`config.mk`:
```
export PLATFORM = sky130hd
export DESIGN_NAME = dwarf_line_program_encoder
export DESIGN_NICKNAME = d
export VERILOG_FILES = /design/src/hw/rtl/dlpe_pkg.sv /design/src/hw/rtl/dwarf_line_program_encoder.sv /design/src/hw/rtl/dlpe_front.sv /design/src/hw/rtl/dlpe_fifo.sv /design/src/hw/rtl/dlpe_back.sv
export SDC_FILE = /design/constraint.sdc
export NUM_CORES = 1
export LEC_CHECK = 0
export ABC_AREA = 0
export BUFFER_PORTS_ARGS = -buffer_cell sky130_fd_sc_hd__buf_2
export CAP_MARGIN = 0
export CORE_AREA = 2 2 254 282
export DETAILED_ROUTE_END_ITERATION = 7
export DIE_AREA = 0 0 256 284
export MAX_ROUTING_LAYER = met4
export PLACE_DENSITY = 0.56
export SLEW_MARGIN = 20
export SYNTH_ARGS = -nofsm -noshare
export SYNTH_HDL_FRONTEND = slang
export SYNTH_SLANG_ARGS = --single-unit
export TNS_END_PERCENT = 1
```
`constraint.sdc`:
```
create_clock -name clk -period 6.5 [get_ports clk]
set_clock_uncertainty 0.15 [all_clocks]
set_input_delay 0.975 -clock clk [delete_from_list [all_inputs] [get_ports clk]]
set_output_delay 0.975 -clock clk [all_outputs]
set_load 0.01 [all_outputs]
```
`src/hw/rtl/dlpe_pkg.sv`:
```
`timescale 1ns / 1ps
package dlpe_pkg;

	// line program header choices
	localparam int DELTA_MIN     = -5;
	localparam int DELTA_SPAN    = 14;
	localparam int SPECIAL_FIRST = 13;
	localparam int MAX_SPECIAL   = 255;
	localparam int ADV_MAX       = (MAX_SPECIAL - SPECIAL_FIRST) / DELTA_SPAN;

	// input item modes
	localparam logic [1:0] MODE_START = 2'd0;
	localparam logic [1:0] MODE_ROW   = 2'd1;
	localparam logic [1:0] MODE_END   = 2'd2;

	// standard and extended opcodes
	localparam logic [7:0] OP_EXTENDED      = 8'h00;
	localparam logic [7:0] OP_COPY          = 8'h01;
	localparam logic [7:0] OP_ADV_PC        = 8'h02;
	localparam logic [7:0] OP_ADV_LINE      = 8'h03;
	localparam logic [7:0] OP_SET_FILE      = 8'h04;
	localparam logic [7:0] XOP_END_SEQ      = 8'h01;
	localparam logic [7:0] XOP_SET_ADDR     = 8'h02;
	localparam logic [7:0] SET_ADDRESS_LEN  = 8'h09;
	localparam logic [7:0] END_SEQUENCE_LEN = 8'h01;

	// bytes per start and end item
	localparam int START_BYTES = 11;
	localparam int END_BYTES   = 3;

	// reset value of file and line
	localparam logic [15:0] FILE_INIT = 16'd1;
	localparam logic [30:0] LINE_INIT = 31'd1;

	typedef enum logic [1:0] {
		K_START,
		K_ROW,
		K_END
	} kind_t;

	// one classified command from the front to the back
	typedef struct packed {
		kind_t              kind;
		logic               file_chg;
		logic [15:0]        file;
		logic [63:0]        adv;
		logic signed [31:0] delta;
	} cmd_t;

endpackage

```
`src/hw/rtl/dwarf_line_program_encoder.sv`:
```
`timescale 1ns / 1ps
// Line-table row to DWARF4 line-program byte encoder.
// Input channel: in_valid / in_stall with mode, row_address, row_file and
// row_line; a transfer happens when in_valid is high and in_stall is low.
// Mode 0 starts a sequence (set_address 0, 11 bytes), mode 1 encodes a row,
// mode 2 ends the sequence (3 bytes); mode 3 is taken and produces nothing.
// Output channel: out_valid / out_stall with out_byte and last_byte, one byte
// per transfer; last_byte marks the final byte of each input item.
// The front end tracks address, file and line and classifies each item into a
// small command queue; the back end sequences the bytes out one per cycle
// while the output is not stalled, after a load step in the idle state.
// It takes a new item from the queue only once the last one is finished.
// Each item passes the queue entry, sequencer state and output register.
// A stalled output holds its byte; the queue then fills and in_stall rises.
// Reset clears the queue and sequencer and sets address 0, file 1, line 1.
module dwarf_line_program_encoder #(
	parameter int QUEUE_DEPTH = 2
) (
	input  logic        clk,
	input  logic        arst_n,
	input  logic        in_valid,
	output logic        in_stall,
	input  logic [1:0]  mode,
	input  logic [63:0] row_address,
	input  logic [15:0] row_file,
	input  logic [30:0] row_line,
	output logic        out_valid,
	input  logic        out_stall,
	output logic [7:0]  out_byte,
	output logic        last_byte
);
	import dlpe_pkg::*;

	cmd_t push_cmd;
	cmd_t head_cmd;
	logic push;
	logic pop;
	logic full;
	logic empty;

	// item intake and classification
	dlpe_front u_front (
		.clk         (clk),
		.arst_n      (arst_n),
		.in_valid    (in_valid),
		.in_stall    (in_stall),
		.mode        (mode),
		.row_address (row_address),
		.row_file    (row_file),
		.row_line    (row_line),
		.q_full      (full),
		.q_push      (push),
		.q_cmd       (push_cmd)
	);

	// command queue between the two halves
	dlpe_fifo #(
		.DEPTH (QUEUE_DEPTH)
	) u_fifo (
		.clk      (clk),
		.arst_n   (arst_n),
		.push     (push),
		.push_cmd (push_cmd),
		.full     (full),
		.pop      (pop),
		.empty    (empty),
		.head     (head_cmd)
	);

	// byte sequencer
	dlpe_back u_back (
		.clk       (clk),
		.arst_n    (arst_n),
		.q_empty   (empty),
		.q_head    (head_cmd),
		.q_pop     (pop),
		.out_valid (out_valid),
		.out_stall (out_stall),
		.out_byte  (out_byte),
		.last_byte (last_byte)
	);

endmodule

```
`src/hw/rtl/dlpe_front.sv`:
```
`timescale 1ns / 1ps
module dlpe_front (
	input  logic          clk,
	input  logic          arst_n,
	input  logic          in_valid,
	output logic          in_stall,
	input  logic [1:0]    mode,
	input  logic [63:0]   row_address,
	input  logic [15:0]   row_file,
	input  logic [30:0]   row_line,
	input  logic          q_full,
	output logic          q_push,
	output dlpe_pkg::cmd_t q_cmd
);
	import dlpe_pkg::*;

	logic [63:0] cur_addr_q;
	logic [15:0] cur_file_q;
	logic [30:0] cur_line_q;
	logic        accept;

	// input transfer whenever the queue has room; unused mode is dropped
	assign in_stall = q_full;
	assign accept   = in_valid && !q_full;

	// classify the item against the tracked state
	always_comb begin
		q_cmd          = '0;
		q_push         = 1'b0;
		q_cmd.file     = row_file;
		q_cmd.file_chg = (row_file != cur_file_q);
		q_cmd.adv      = row_address - cur_addr_q;
		q_cmd.delta    = $signed({1'b0, row_line}) - $signed({1'b0, cur_line_q});
		case (mode)
			MODE_START: begin
				q_cmd.kind = K_START;
				q_push     = accept;
			end
			MODE_ROW: begin
				q_cmd.kind = K_ROW;
				q_push     = accept;
			end
			MODE_END: begin
				q_cmd.kind = K_END;
				q_push     = accept;
			end
			default: begin
				q_cmd.kind = K_END;
				q_push     = 1'b0;
			end
		endcase
	end

	// tracked address, file and line
	always_ff @(posedge clk or negedge arst_n) begin
		if (!arst_n) begin
			cur_addr_q <= '0;
			cur_file_q <= FILE_INIT;
			cur_line_q <= LINE_INIT;
		end else if (accept) begin
			if (mode == MODE_START) begin
				cur_addr_q <= '0;
				cur_file_q <= FILE_INIT;
				cur_line_q <= LINE_INIT;
			end else if (mode == MODE_ROW) begin
				cur_addr_q <= row_address;
				cur_file_q <= row_file;
				cur_line_q <= row_line;
			end
		end
	end

`ifndef SYNTH
	a_start_resets_file: assert property (@(posedge clk) disable iff (!arst_n)
		(accept && mode == MODE_START) |=> (cur_file_q == FILE_INIT && cur_addr_q == '0))
		else $error("start did not reset tracked state");
	a_push_only_on_accept: assert property (@(posedge clk) disable iff (!arst_n)
		q_push |-> (in_valid && !q_full))
		else $error("queue push without an input transfer");
	a_row_updates_line: assert property (@(posedge clk) disable iff (!arst_n)
		(accept && mode == MODE_ROW) |=> cur_line_q == $past(row_line))
		else $error("row did not update tracked line");
`endif

endmodule

```
`src/hw/rtl/dlpe_fifo.sv`:
```
`timescale 1ns / 1ps
module dlpe_fifo #(
	parameter int DEPTH = 2
) (
	input  logic           clk,
	input  logic           arst_n,
	input  logic           push,
	input  dlpe_pkg::cmd_t push_cmd,
	output logic           full,
	input  logic           pop,
	output logic           empty,
	output dlpe_pkg::cmd_t head
);
	import dlpe_pkg::*;

	localparam int PTR_W = (DEPTH > 1) ? $clog2(DEPTH) : 1;
	localparam int CNT_W = $clog2(DEPTH + 1);

	cmd_t             mem_q [DEPTH];
	logic [PTR_W-1:0] wr_ptr_q;
	logic [PTR_W-1:0] rd_ptr_q;
	logic [CNT_W-1:0] cnt_q;

	assign full  = (cnt_q == CNT_W'(DEPTH));
	assign empty = (cnt_q == '0);
	assign head  = mem_q[rd_ptr_q];

	// entry storage
	always_ff @(posedge clk) begin
		if (push) begin
			mem_q[wr_ptr_q] <= push_cmd;
		end
	end

	// pointers and fill count
	always_ff @(posedge clk or negedge arst_n) begin
		if (!arst_n) begin
			wr_ptr_q <= '0;
			rd_ptr_q <= '0;
			cnt_q    <= '0;
		end else begin
			if (push) begin
				wr_ptr_q <= (wr_ptr_q == PTR_W'(DEPTH - 1)) ? '0 : wr_ptr_q + 1'b1;
			end
			if (pop) begin
				rd_ptr_q <= (rd_ptr_q == PTR_W'(DEPTH - 1)) ? '0 : rd_ptr_q + 1'b1;
			end
			if (push && !pop) begin
				cnt_q <= cnt_q + 1'b1;
			end else if (pop && !push) begin
				cnt_q <= cnt_q - 1'b1;
			end
		end
	end

`ifndef SYNTH
	a_no_push_when_full: assert property (@(posedge clk) disable iff (!arst_n)
		!(push && full))
		else $error("push into a full queue");
	a_no_pop_when_empty: assert property (@(posedge clk) disable iff (!arst_n)
		!(pop && empty))
		else $error("pop from an empty queue");
	a_count_drops: assert property (@(posedge clk) disable iff (!arst_n)
		(pop && !push) |=> cnt_q == $past(cnt_q) - 1'b1)
		else $error("fill count did not drop on pop");
`endif

endmodule

```
`src/hw/rtl/dlpe_back.sv`:
```
`timescale 1ns / 1ps
module dlpe_back (
	input  logic           clk,
	input  logic           arst_n,
	input  logic           q_empty,
	input  dlpe_pkg::cmd_t q_head,
	output logic           q_pop,
	output logic           out_valid,
	input  logic           out_stall,
	output logic [7:0]     out_byte,
	output logic           last_byte
);
	import dlpe_pkg::*;

	typedef enum logic [3:0] {
		B_IDLE,
		B_START,
		B_END,
		B_FILE_OP,
		B_FILE_ARG,
		B_SPECIAL,
		B_ADV_OP,
		B_ADV_ARG,
		B_LINE_OP,
		B_LINE_ARG,
		B_COPY
	} bstate_t;

	bstate_t            state_q;
	logic [3:0]         cnt_q;
	logic [63:0]        val_q;
	logic [15:0]        file_q;
	logic [63:0]        adv_q;
	logic signed [31:0] delta_q;
	logic [7:0]         sp_q;
	logic               special_q;
	logic               adv_nz_q;
	logic               d_nz_q;
	logic [7:0]         obyte_q;
	logic               olast_q;
	logic               ovalid_q;

	logic               can_emit;
	logic               emit;
	logic               emit_last;
	logic               h_special;
	logic [8:0]         h_sp;
	logic               h_adv_nz;
	logic               h_d_nz;
	logic               uleb_more;
	logic [63:0]        sleb_rest;
	logic               sleb_done;

	// opcode that follows the file change of a row
	function automatic bstate_t row_next(input logic special, input logic adv_nz,
		input logic d_nz);
		bstate_t s;
		if (special) begin
			s = B_SPECIAL;
		end else if (adv_nz) begin
			s = B_ADV_OP;
		end else if (d_nz) begin
			s = B_LINE_OP;
		end else begin
			s = B_COPY;
		end
		return s;
	endfunction

	// special opcode check on the queue head
	always_comb begin
		h_adv_nz  = |q_head.adv;
		h_d_nz    = |q_head.delta;
		h_sp      = 9'(q_head.delta) + 9'(-DELTA_MIN)
			+ 9'(q_head.adv[4:0]) * 9'(DELTA_SPAN) + 9'(SPECIAL_FIRST);
		h_special = (q_head.adv <= 64'(ADV_MAX))
			&& (q_head.delta >= $signed(32'(DELTA_MIN)))
			&& (q_head.delta < $signed(32'(DELTA_SPAN + DELTA_MIN)))
			&& (h_sp <= 9'(MAX_SPECIAL));
	end

	// leb128 digit logic
	assign uleb_more = |val_q[63:7];
	assign sleb_rest = $signed(val_q) >>> 7;
	assign sleb_done = ((sleb_rest == '0) && !val_q[6]) || ((&sleb_rest) && val_q[6]);

	assign can_emit = !ovalid_q || !out_stall;
	assign emit     = (state_q != B_IDLE) && can_emit;
	assign q_pop    = (state_q == B_IDLE) && !q_empty;

	// final byte of the item
	assign emit_last = (state_q == B_SPECIAL) || (state_q == B_COPY)
		|| ((state_q == B_START) && (cnt_q == 4'(START_BYTES - 1)))
		|| ((state_q == B_END) && (cnt_q == 4'(END_BYTES - 1)));

	assign out_valid = ovalid_q;
	assign out_byte  = obyte_q;
	assign last_byte = olast_q;

	// sequencer and output register
	always_ff @(posedge clk or negedge arst_n) begin
		if (!arst_n) begin
			state_q   <= B_IDLE;
			cnt_q     <= '0;
			val_q     <= '0;
			file_q    <= '0;
			adv_q     <= '0;
			delta_q   <= '0;
			sp_q      <= '0;
			special_q <= 1'b0;
			adv_nz_q  <= 1'b0;
			d_nz_q    <= 1'b0;
			obyte_q   <= '0;
			olast_q   <= 1'b0;
			ovalid_q  <= 1'b0;
		end else begin
			if (emit) begin
				ovalid_q <= 1'b1;
				olast_q  <= emit_last;
			end else if (!out_stall) begin
				ovalid_q <= 1'b0;
			end

			case (state_q)
				B_IDLE: begin
					if (!q_empty) begin
						file_q    <= q_head.file;
						adv_q     <= q_head.adv;
						delta_q   <= q_head.delta;
						sp_q      <= h_sp[7:0];
						special_q <= h_special;
						adv_nz_q  <= h_adv_nz;
						d_nz_q    <= h_d_nz;
						cnt_q     <= '0;
						case (q_head.kind)
							K_START: state_q <= B_START;
							K_END:   state_q <= B_END;
							K_ROW: begin
								if (q_head.file_chg) begin
									state_q <= B_FILE_OP;
								end else begin
									state_q <= row_next(h_special, h_adv_nz, h_d_nz);
								end
							end
							default: state_q <= B_IDLE;
						endcase
					end
				end
				B_START: begin
					if (can_emit) begin
						if (cnt_q == 4'd1) begin
							obyte_q <= SET_ADDRESS_LEN;
						end else if (cnt_q == 4'd2) begin
							obyte_q <= XOP_SET_ADDR;
						end else begin
							obyte_q <= OP_EXTENDED;
						end
						cnt_q <= cnt_q + 1'b1;
						if (cnt_q == 4'(START_BYTES - 1)) begin
							state_q <= B_IDLE;
						end
					end
				end
				B_END: begin
					if (can_emit) begin
						if (cnt_q == 4'd1) begin
							obyte_q <= END_SEQUENCE_LEN;
						end else if (cnt_q == 4'd2) begin
							obyte_q <= XOP_END_SEQ;
						end else begin
							obyte_q <= OP_EXTENDED;
						end
						cnt_q <= cnt_q + 1'b1;
						if (cnt_q == 4'(END_BYTES - 1)) begin
							state_q <= B_IDLE;
						end
					end
				end
				B_FILE_OP: begin
					if (can_emit) begin
						obyte_q <= OP_SET_FILE;
						val_q   <= 64'(file_q);
						state_q <= B_FILE_ARG;
					end
				end
				B_FILE_ARG: begin
					if (can_emit) begin
						obyte_q <= {uleb_more, val_q[6:0]};
						val_q   <= val_q >> 7;
						if (!uleb_more) begin
							state_q <= row_next(special_q, adv_nz_q, d_nz_q);
						end
					end
				end
				B_SPECIAL: begin
					if (can_emit) begin
						obyte_q <= sp_q;
						state_q <= B_IDLE;
					end
				end
				B_ADV_OP: begin
					if (can_emit) begin
						obyte_q <= OP_ADV_PC;
						val_q   <= adv_q;
						state_q <= B_ADV_ARG;
					end
				end
				B_ADV_ARG: begin
					if (can_emit) begin
						obyte_q <= {uleb_more, val_q[6:0]};
						val_q   <= val_q >> 7;
						if (!uleb_more) begin
							state_q <= d_nz_q ? B_LINE_OP : B_COPY;
						end
					end
				end
				B_LINE_OP: begin
					if (can_emit) begin
						obyte_q <= OP_ADV_LINE;
						val_q   <= 64'(delta_q);
						state_q <= B_LINE_ARG;
					end
				end
				B_LINE_ARG: begin
					if (can_emit) begin
						obyte_q <= {!sleb_done, val_q[6:0]};
						val_q   <= sleb_rest;
						if (sleb_done) begin
							state_q <= B_COPY;
						end
					end
				end
				B_COPY: begin
					if (can_emit) begin
						obyte_q <= OP_COPY;
						state_q <= B_IDLE;
					end
				end
				default: state_q <= B_IDLE;
			endcase
		end
	end

`ifndef SYNTH
	a_last_ends_item: assert property (@(posedge clk) disable iff (!arst_n)
		(emit && (state_q == B_SPECIAL || state_q == B_COPY)) |=> (olast_q && state_q == B_IDLE))
		else $error("final byte of a row did not end the item");
	a_pop_starts_work: assert property (@(posedge clk) disable iff (!arst_n)
		q_pop |=> state_q != B_IDLE)
		else $error("queue entry taken but sequencer idle");
	a_start_count_bound: assert property (@(posedge clk) disable iff (!arst_n)
		(state_q == B_START) |-> cnt_q < 4'(START_BYTES))
		else $error("start byte count out of range");
`endif

endmodule
```
==> reports/summary.txt, run 1 <==
Status = finished clean
LEAKAGE = 13.02 nW
Dpl ws = 1545 ps
Distinct cells, synth = 83
Synthesized instance count = 2662
Mapped Nets = 2908
FF-to-FF path depth = 17
GR Overflow Total = 0
Seq/Total Area, Yosys = 0.5376
Hold Crit Class = in -> async
Clk pwr share = 0.222
CTS H-tree depth = 2
Synth area leaders = dfrtp_1 29%, edfxtp_1 25%, o21ai_0 5.7%
Worst Slack Setup Final = 1576 ps
Clock buffer count from CTS = 58
Initial core utilization = 0.3968
Die X = 256 um
Primary FF master, synth = dfrtp_1
Flop2flop setup slack = 1580 ps
Share of cells above drive strength 1 = 0.09807
Maximum VDD drop = 0.3039 mV
Min cycle time layout = 4924 ps
Root buffer cell = clkbuf_16
Required @ worst endpoint = 6890 ps
Cell Area, Placed = 0.02927 mm2
Cell taking the most area after synthesis = dfrtp_1
Vias in the first global route = 20376
Reg clk slew, reported paths = 60 ps
First-pass GRT wire length = 120600 um
WP data arrival = 5320 ps
TritonCTS clock tree = built
Switching share of power = 0.3995
Maximum number of pins on one net before global-route repair = 133
Max Slew Vio Count = 0
Critical path fanouts, max = 24
Most frequent cells in the layout = 381 x nand2_1, 318 x o21ai_0, 316 x dfrtp_1
Post-cts repair resize count = 0
Setup TNS = 0 ps
Crit path from = u_fifo.rd_ptr_q
Clock Sink Count = 549
Number of max-cap violations = 0
ANT nets after route = 0
RSZ-0062 raised after global routing = false
Final setup vio count = 0
Port bufs = 127
Fin. Hold Viols = 0
Flop pwr share = 0.364
Global Route Usage Sum = 0.2178
Synth warn = 0
Max clock buf depth = 3
Final Cell Area = 0.03138 mm2
Via/cell ratio = 5.509
Ys async rst share = 0.5811
Top Ports = 128
Post-CTS Hold Fix Bufs = 0
Critical Setup Path Class = reg -> reg
Drt first-iter violations = 1799
Initial antenna violation count = 6
Worst-Skew Late Latency = 630 ps
Die area = 0.07270 mm2
WL final = 77210 um
Setup Buffers After CTS = 0
Pwr Density = 523.2 mW/mm2
Total core area = 0.06981 mm2
Avg Inst Size Synth = 10.41 um2
Nets = 2992
Synthesized area = 0.02770 mm2
Most common cell after layout, fill and taps aside = nand2_1
Post-synth EDFFs = 230
Via count = 20571
Core Rows = 102
Reg-to-reg critical path endpoint = u_back.state_q[1]
Combinational share of power = 0.413
Crit end category = flop
Die height = 284 um
Area growth, synth to finish = 13.27%
Post-synthesis sequential element count = 549
Final worst path period share = 0.7576
NetSw = 6.557 mW
Internal power = 9.858 mW
Detailed Place HPWL = 56930 um
Synth top area share = 0.2863
Remaining DRCs = 0
Crit start category = flop
Slew margin rel. = 0.2555
DR WL/cell = 20.68 um
Crit path to = u_back.state_q[1]
FMAX = 203.1 MHz
Slew @ Worst Pin = 1117 ps
Reg2reg start = u_fifo.rd_ptr_q
Placer Congestion = 0.9261
DRT Pass-1 Iters = 8
==> routing by layer <==
layer,track usage,up-vias,share of wire
li1,-,9860,-
met1,0.2964,10052,0.46
met2,0.3368,543,0.46
met3,0.03278,116,0.054
met4,0.06681,0,0.028
met5,-,-,0
==> state kept, by name, summed over array words and instances (netlist names), 2 cells and up <==
name	count
u_back.val_q	64
u_back.delta_q	31
u_back.state_q	4
u_fifo.mem_q	230
u_back.out_byte	8
u_front.cur_addr_q	64
u_back.sp_q	8
u_fifo.cnt_q	2
u_back.cnt_q	4
u_front.cur_file_q	16
u_back.file_q	16
u_back.adv_q	64
u_front.cur_line_q	31
==> power groups by stage <==
stage          registers (mW)  logic (mW)  clock network [mW]
4_1_cts                  5.97        6.84                3.73
5_1_grt                  6.11        7.65                3.86
6_report                 5.98        6.79                3.65
3_3_place_gp             6.01        6.73                   0
3_5_place_dp             6.04        6.80                   0
2_1_floorplan            5.68        4.92                   0
==> worst max-delay path, cell delays in order (launching register included) <==
cell and delay (ps):
dfrtp_4 650, mux2i_1 440, inv_1 220, fa_1 550
fa_1 550, inv_1 40, ha_1 260, inv_1 40
ha_1 330, a21oi_1 140, o21bai_1 100, a21o_1 190
a21oi_1 170, xnor2_1 120, nand2_1 140, a21oi_1 80
or4_1 540, a22oi_2 130
==> cell families after synthesis <==
logic type	synth area share
and+or+nand+nor	0.1209
DFF	0.5376
AOI/OAI and AO/OA	0.1660
xor gates and xnor gates	0.03636
buffers and inverters	0.03848
muxes	0.04029
adders and majority gates	0.06043
==> how the worst min path moves through the flow <==
| stage | from | to | depth (start not counted) |
|---|---|---|---|
| after floorplan | u_back.delta_q[31] | u_back.delta_q[31] | 2 |
| after global placement | u_back.delta_q[3] | u_back.delta_q[3] | 2 |
| after detailed placement | u_back.delta_q[3] | u_back.delta_q[3] | 2 |
| after CTS | arst_n | u_back.state_q[2] | 1 |
| after global routing | arst_n | u_back.state_q[2] | 1 |
| final | arst_n | u_back.state_q[2] | 1 |
==> cell type report <==
cell class                 count  area [um2]
clock inverter                37       535.5
tap                          936        1171
fill                        6579       38430
inverter                     153       584.3
clock buffer                  71        1562
multi-input combinational   1839       11810
antenna                        4       10.01
sequential                   549       14900
timing repair buffer         145       809.5
==> synthesized netlist by cell type, drive strengths merged, types with 4 or more instances <==
library cell / n
a211oi: 9
a21o: 60
a21oi: 147
a221oi: 27
a222oi: 32
a22o: 16
a22oi: 9
a31oi: 17
a32oi: 5
and2: 7
and3: 6
buf: 12
clkbuf: 109
dfrtp: 317
edfxtp: 230
fa: 8
ha: 121
inv: 152
mux2: 4
mux2i: 107
nand2: 381
nand2b: 15
nand3: 38
nand4: 44
nor2: 112
nor2b: 18
nor3: 26
nor3b: 4
nor4: 65
o211ai: 7
o21a: 14
o21ai: 325
o21bai: 13
o221ai: 5
o22ai: 13
o31ai: 10
o41ai: 5
or2: 7
or3: 5
or4: 4
xnor2: 67
xor2: 48
==> per-stage QoR <==
stage / util / hold slack (ps) / std cells / power [mW]
finish: 0.4495 / 192.9 / 3734 / 16.42
global route: 0.4495 / 244.7 / 3734 / 17.62
CTS: 0.4493 / 247.2 / 3730 / 16.55
detailed placement: 0.4192 / 315.7 / 3622 / 12.84
global placement: 0.4192 / 311.1 / 3622 / 12.74
floorplan: - / 291.8 / 2662 / 10.60
No activity file was read; power rests on OpenSTA's default activity.
==> run 2, diff against run 1 <==
--- a/config.mk
+++ b/config.mk
@@ -12,7 +12,7 @@
 export DETAILED_ROUTE_END_ITERATION = 7
 export DIE_AREA = 0 0 256 284
 export MAX_ROUTING_LAYER = met4
-export PLACE_DENSITY = 0.56
+export PLACE_DENSITY = 0.54
 export SLEW_MARGIN = 20
 export SYNTH_ARGS = -nofsm -noshare
 export SYNTH_HDL_FRONTEND = slang
==> constraint.sdc (replaced) <==
create_clock -name clk -period 4.6 [get_ports clk]
set_clock_uncertainty 0.15 [all_clocks]
set_input_delay 0.69 -clock clk [delete_from_list [all_inputs] [get_ports clk]]
set_output_delay 0.69 -clock clk [all_outputs]
set_load 0.01 [all_outputs]
==> run 2 against run 1 <==
Net effect:
- clock-buffer cell count rose by 7
- cell area rose by 1.6%
- sequential share of layout area fell by 0.75 points
- worst hold slack got worse by 69 ps
- critical endpoint is now u_back.state_q[3]
==> reports/summary.txt, run 2 (same netlist as run 1, synthesis figures left out) <==
LEAKAGE = 13.24 nW (+1.7%)
Required @ worst endpoint = 4970 ps (-1920 ps)
Switching share of power = 0.3966 (-0.002808)
Critical-path cell list = mux2i_4, buf_6, fa_1, inv_2, ha_4, fa_2, inv_2, ha_4, inv_2, ha_4, a21oi_2, o21bai_2, a21o_1, a21oi_2, xnor2_1, nand2_1, buf_4, a32oi_1, nor2_1, a221o_1
Core Rows = 102 (unchanged)
Flop pwr share = 0.352 (-0.012)
Critical path fanouts, max = 7 (-71%)
Dpl ws = 23.40 ps (-1521 ps)
Detailed Place HPWL = 58860 um (+3.4%)
Maximum VDD drop = 0.5755 mV (+89%)
Top Ports = 128 (unchanged)
Root buffer cell = clkbuf_16
RSZ-0062 raised after global routing = true
Crit start category = flop
ANT nets after route = 0 (unchanged)
DRT Pass-1 Iters = 8 (unchanged)
Drt first-iter violations = 1768 (-1.7%)
Slowest-stage cell, CP = dfrtp_4
Number of max-cap violations = 0 (unchanged)
Placer Congestion = 0.8933 (-3.5%)
Combinational share of power = 0.429 (+0.016)
GR Overflow Total = 0 (unchanged)
Slew margin rel. = 0.2138 (-0.04171)
Max Slew Vio Count = 0 (unchanged)
Maximum number of pins on one net before global-route repair = 107 (-20%)
Min cycle time layout = 4551 ps (-373.3 ps)
First-pass GRT wire length = 120900 um (+0.25%)
Clock buffer count from CTS = 60 (+3.4%)
Crit end category = flop
Max clock buf depth = 3 (unchanged)
Critical Setup Path Class = reg -> reg
Nets = 3025 (+1.1%)
Via count = 20664 (+0.45%)
Global Route Usage Sum = 0.2200 (+0.002118)
DR WL/cell = 20.88 um (+0.97%)
Final Cell Area = 0.03188 mm2 (+1.6%)
Most frequent cells in the layout = 381 x nand2_1, 317 x o21ai_0, 316 x dfrtp_1
Vias in the first global route = 20354 (-0.11%)
FMAX = 219.7 MHz (+8.2%)
Worst-Skew Late Latency = 640 ps (about the same)
Remaining DRCs = 0 (unchanged)
Share of cells above drive strength 1 = 0.1134 (+0.01536)
Slew @ Worst Pin = 1147 ps (+29.77 ps)
Initial core utilization = 0.3968 (unchanged)
WP data arrival = 4920 ps (-400 ps)
Clk pwr share = 0.218 (-0.004)
Pwr Density = 751.8 mW/mm2 (+44%)
Die area = 0.07270 mm2 (unchanged)
Cell Area, Placed = 0.02958 mm2 (+1.1%)
Crit-path max cell delay = 560 ps (-90 ps)
Initial antenna violation count = 4 (-2)
Largest register FFs = 230 (unchanged)
Clock Sink Count = 549 (unchanged)
Final setup vio count = 0 (unchanged)
Reg clk slew, reported paths = 60 ps (about the same)
Setup TNS = 0 ps (unchanged)
Final worst path period share = 0.9894 (+0.2318)
Most common cell after layout, fill and taps aside = nand2_1
Internal power = 14.46 mW (+47%)
Tot Pwr = 23.97 mW (+46%)
CTS H-tree depth = 2 (unchanged)
Buf+Inv Stages, Crit Path = 5 (+2)
Hold Crit Class = in -> reg
Die X = 256 um (unchanged)
Port bufs = 127 (unchanged)
Total core area = 0.06981 mm2 (unchanged)
Via/cell ratio = 5.483 (-0.48%)
NetSw = 9.508 mW (+45%)
Worst Slack Setup Final = 48.98 ps (-1527 ps)
Die height = 284 um (unchanged)
Final core utilization = 0.4567 (+0.007259)
WL final = 78700 um (+1.9%)
Area growth, synth to finish = 15.09%
Reg with most FFs = u_fifo.mem_q
Fin. Hold Viols = 0 (unchanged)
Status = finished clean
TritonCTS clock tree = built
Top delay family on crit path = adder cells
-- run 2: final timing paths --
check                              startpoint                     end  slack, ps  cells past startpoint
min in group asynchronous              arst_n       u_back.delta_q[1]        520                      2
max                           u_fifo.rd_ptr_q       u_back.state_q[3]         50                     20
max in group asynchronous              arst_n  u_front.cur_addr_q[41]       2670                      3
max reg2reg                   u_fifo.rd_ptr_q       u_back.state_q[3]         50                     20
min                              row_line[18]  u_front.cur_line_q[18]        120                      3
min reg2reg                u_back.delta_q[31]      u_back.delta_q[31]        330                      2
-- run 2: layout make-up --
type                       instances  area [um2]
antenna                            3       7.507
inverter                         153       584.3
timing repair buffer             176        1145
fill                            6590       37930
clock inverter                    35       506.7
sequential                       549       14900
clock buffer                      78        1652
tap                              936        1171
multi-input combinational       1839       11920
-- run 2: worst reg2reg max path: stages, from the launching register on --
cell and delay [ps]:
dfrtp_4 560, mux2i_4 240, buf_6 130, fa_1 540
inv_2 50, ha_4 150, fa_2 530, inv_2 50
ha_4 250, inv_2 40, ha_4 210, a21oi_2 140
o21bai_2 80, a21o_1 200, a21oi_2 130, xnor2_1 140
nand2_1 140, buf_4 180, a32oi_1 200, nor2_1 60
a221o_1 260
-- run 2: per-stage QoR --
stage / hold WS, ps / cells
6_report: 124.1 / 3769
5_1_grt: 117.7 / 3768
4_1_cts: 82.09 / 3757
3_5_place_dp: 316.2 / 3643
3_3_place_gp: 311.6 / 3643
2_1_floorplan: 244.4 / 2662
-- run 2: per-layer routing --
metal,part of all wire,GRT usage
met1,0.47,0.3063
met2,0.46,0.3419
met3,0.047,0.03180
met4,0.019,0.04795
met5,0,-
-- run 2: repair_timing --
item | CTS | global route
endpoints found under the setup margin | 0 | 2
hold buffers | 1 | 0
endpoints found under the hold margin | 76 | 0
resized for setup | 0 | 11
setup buffers | 0 | 9
-- run 2: power groups by stage --
stage               sequential (mW)  combinational (mW)  clock [mW]
floorplan                      8.03                7.12           0
global route                   8.60                11.4        5.57
CTS                            8.44                10.0        5.37
detailed placement             8.54                9.96           0
global placement               8.49                9.88           0
finish                         8.44                10.3        5.24
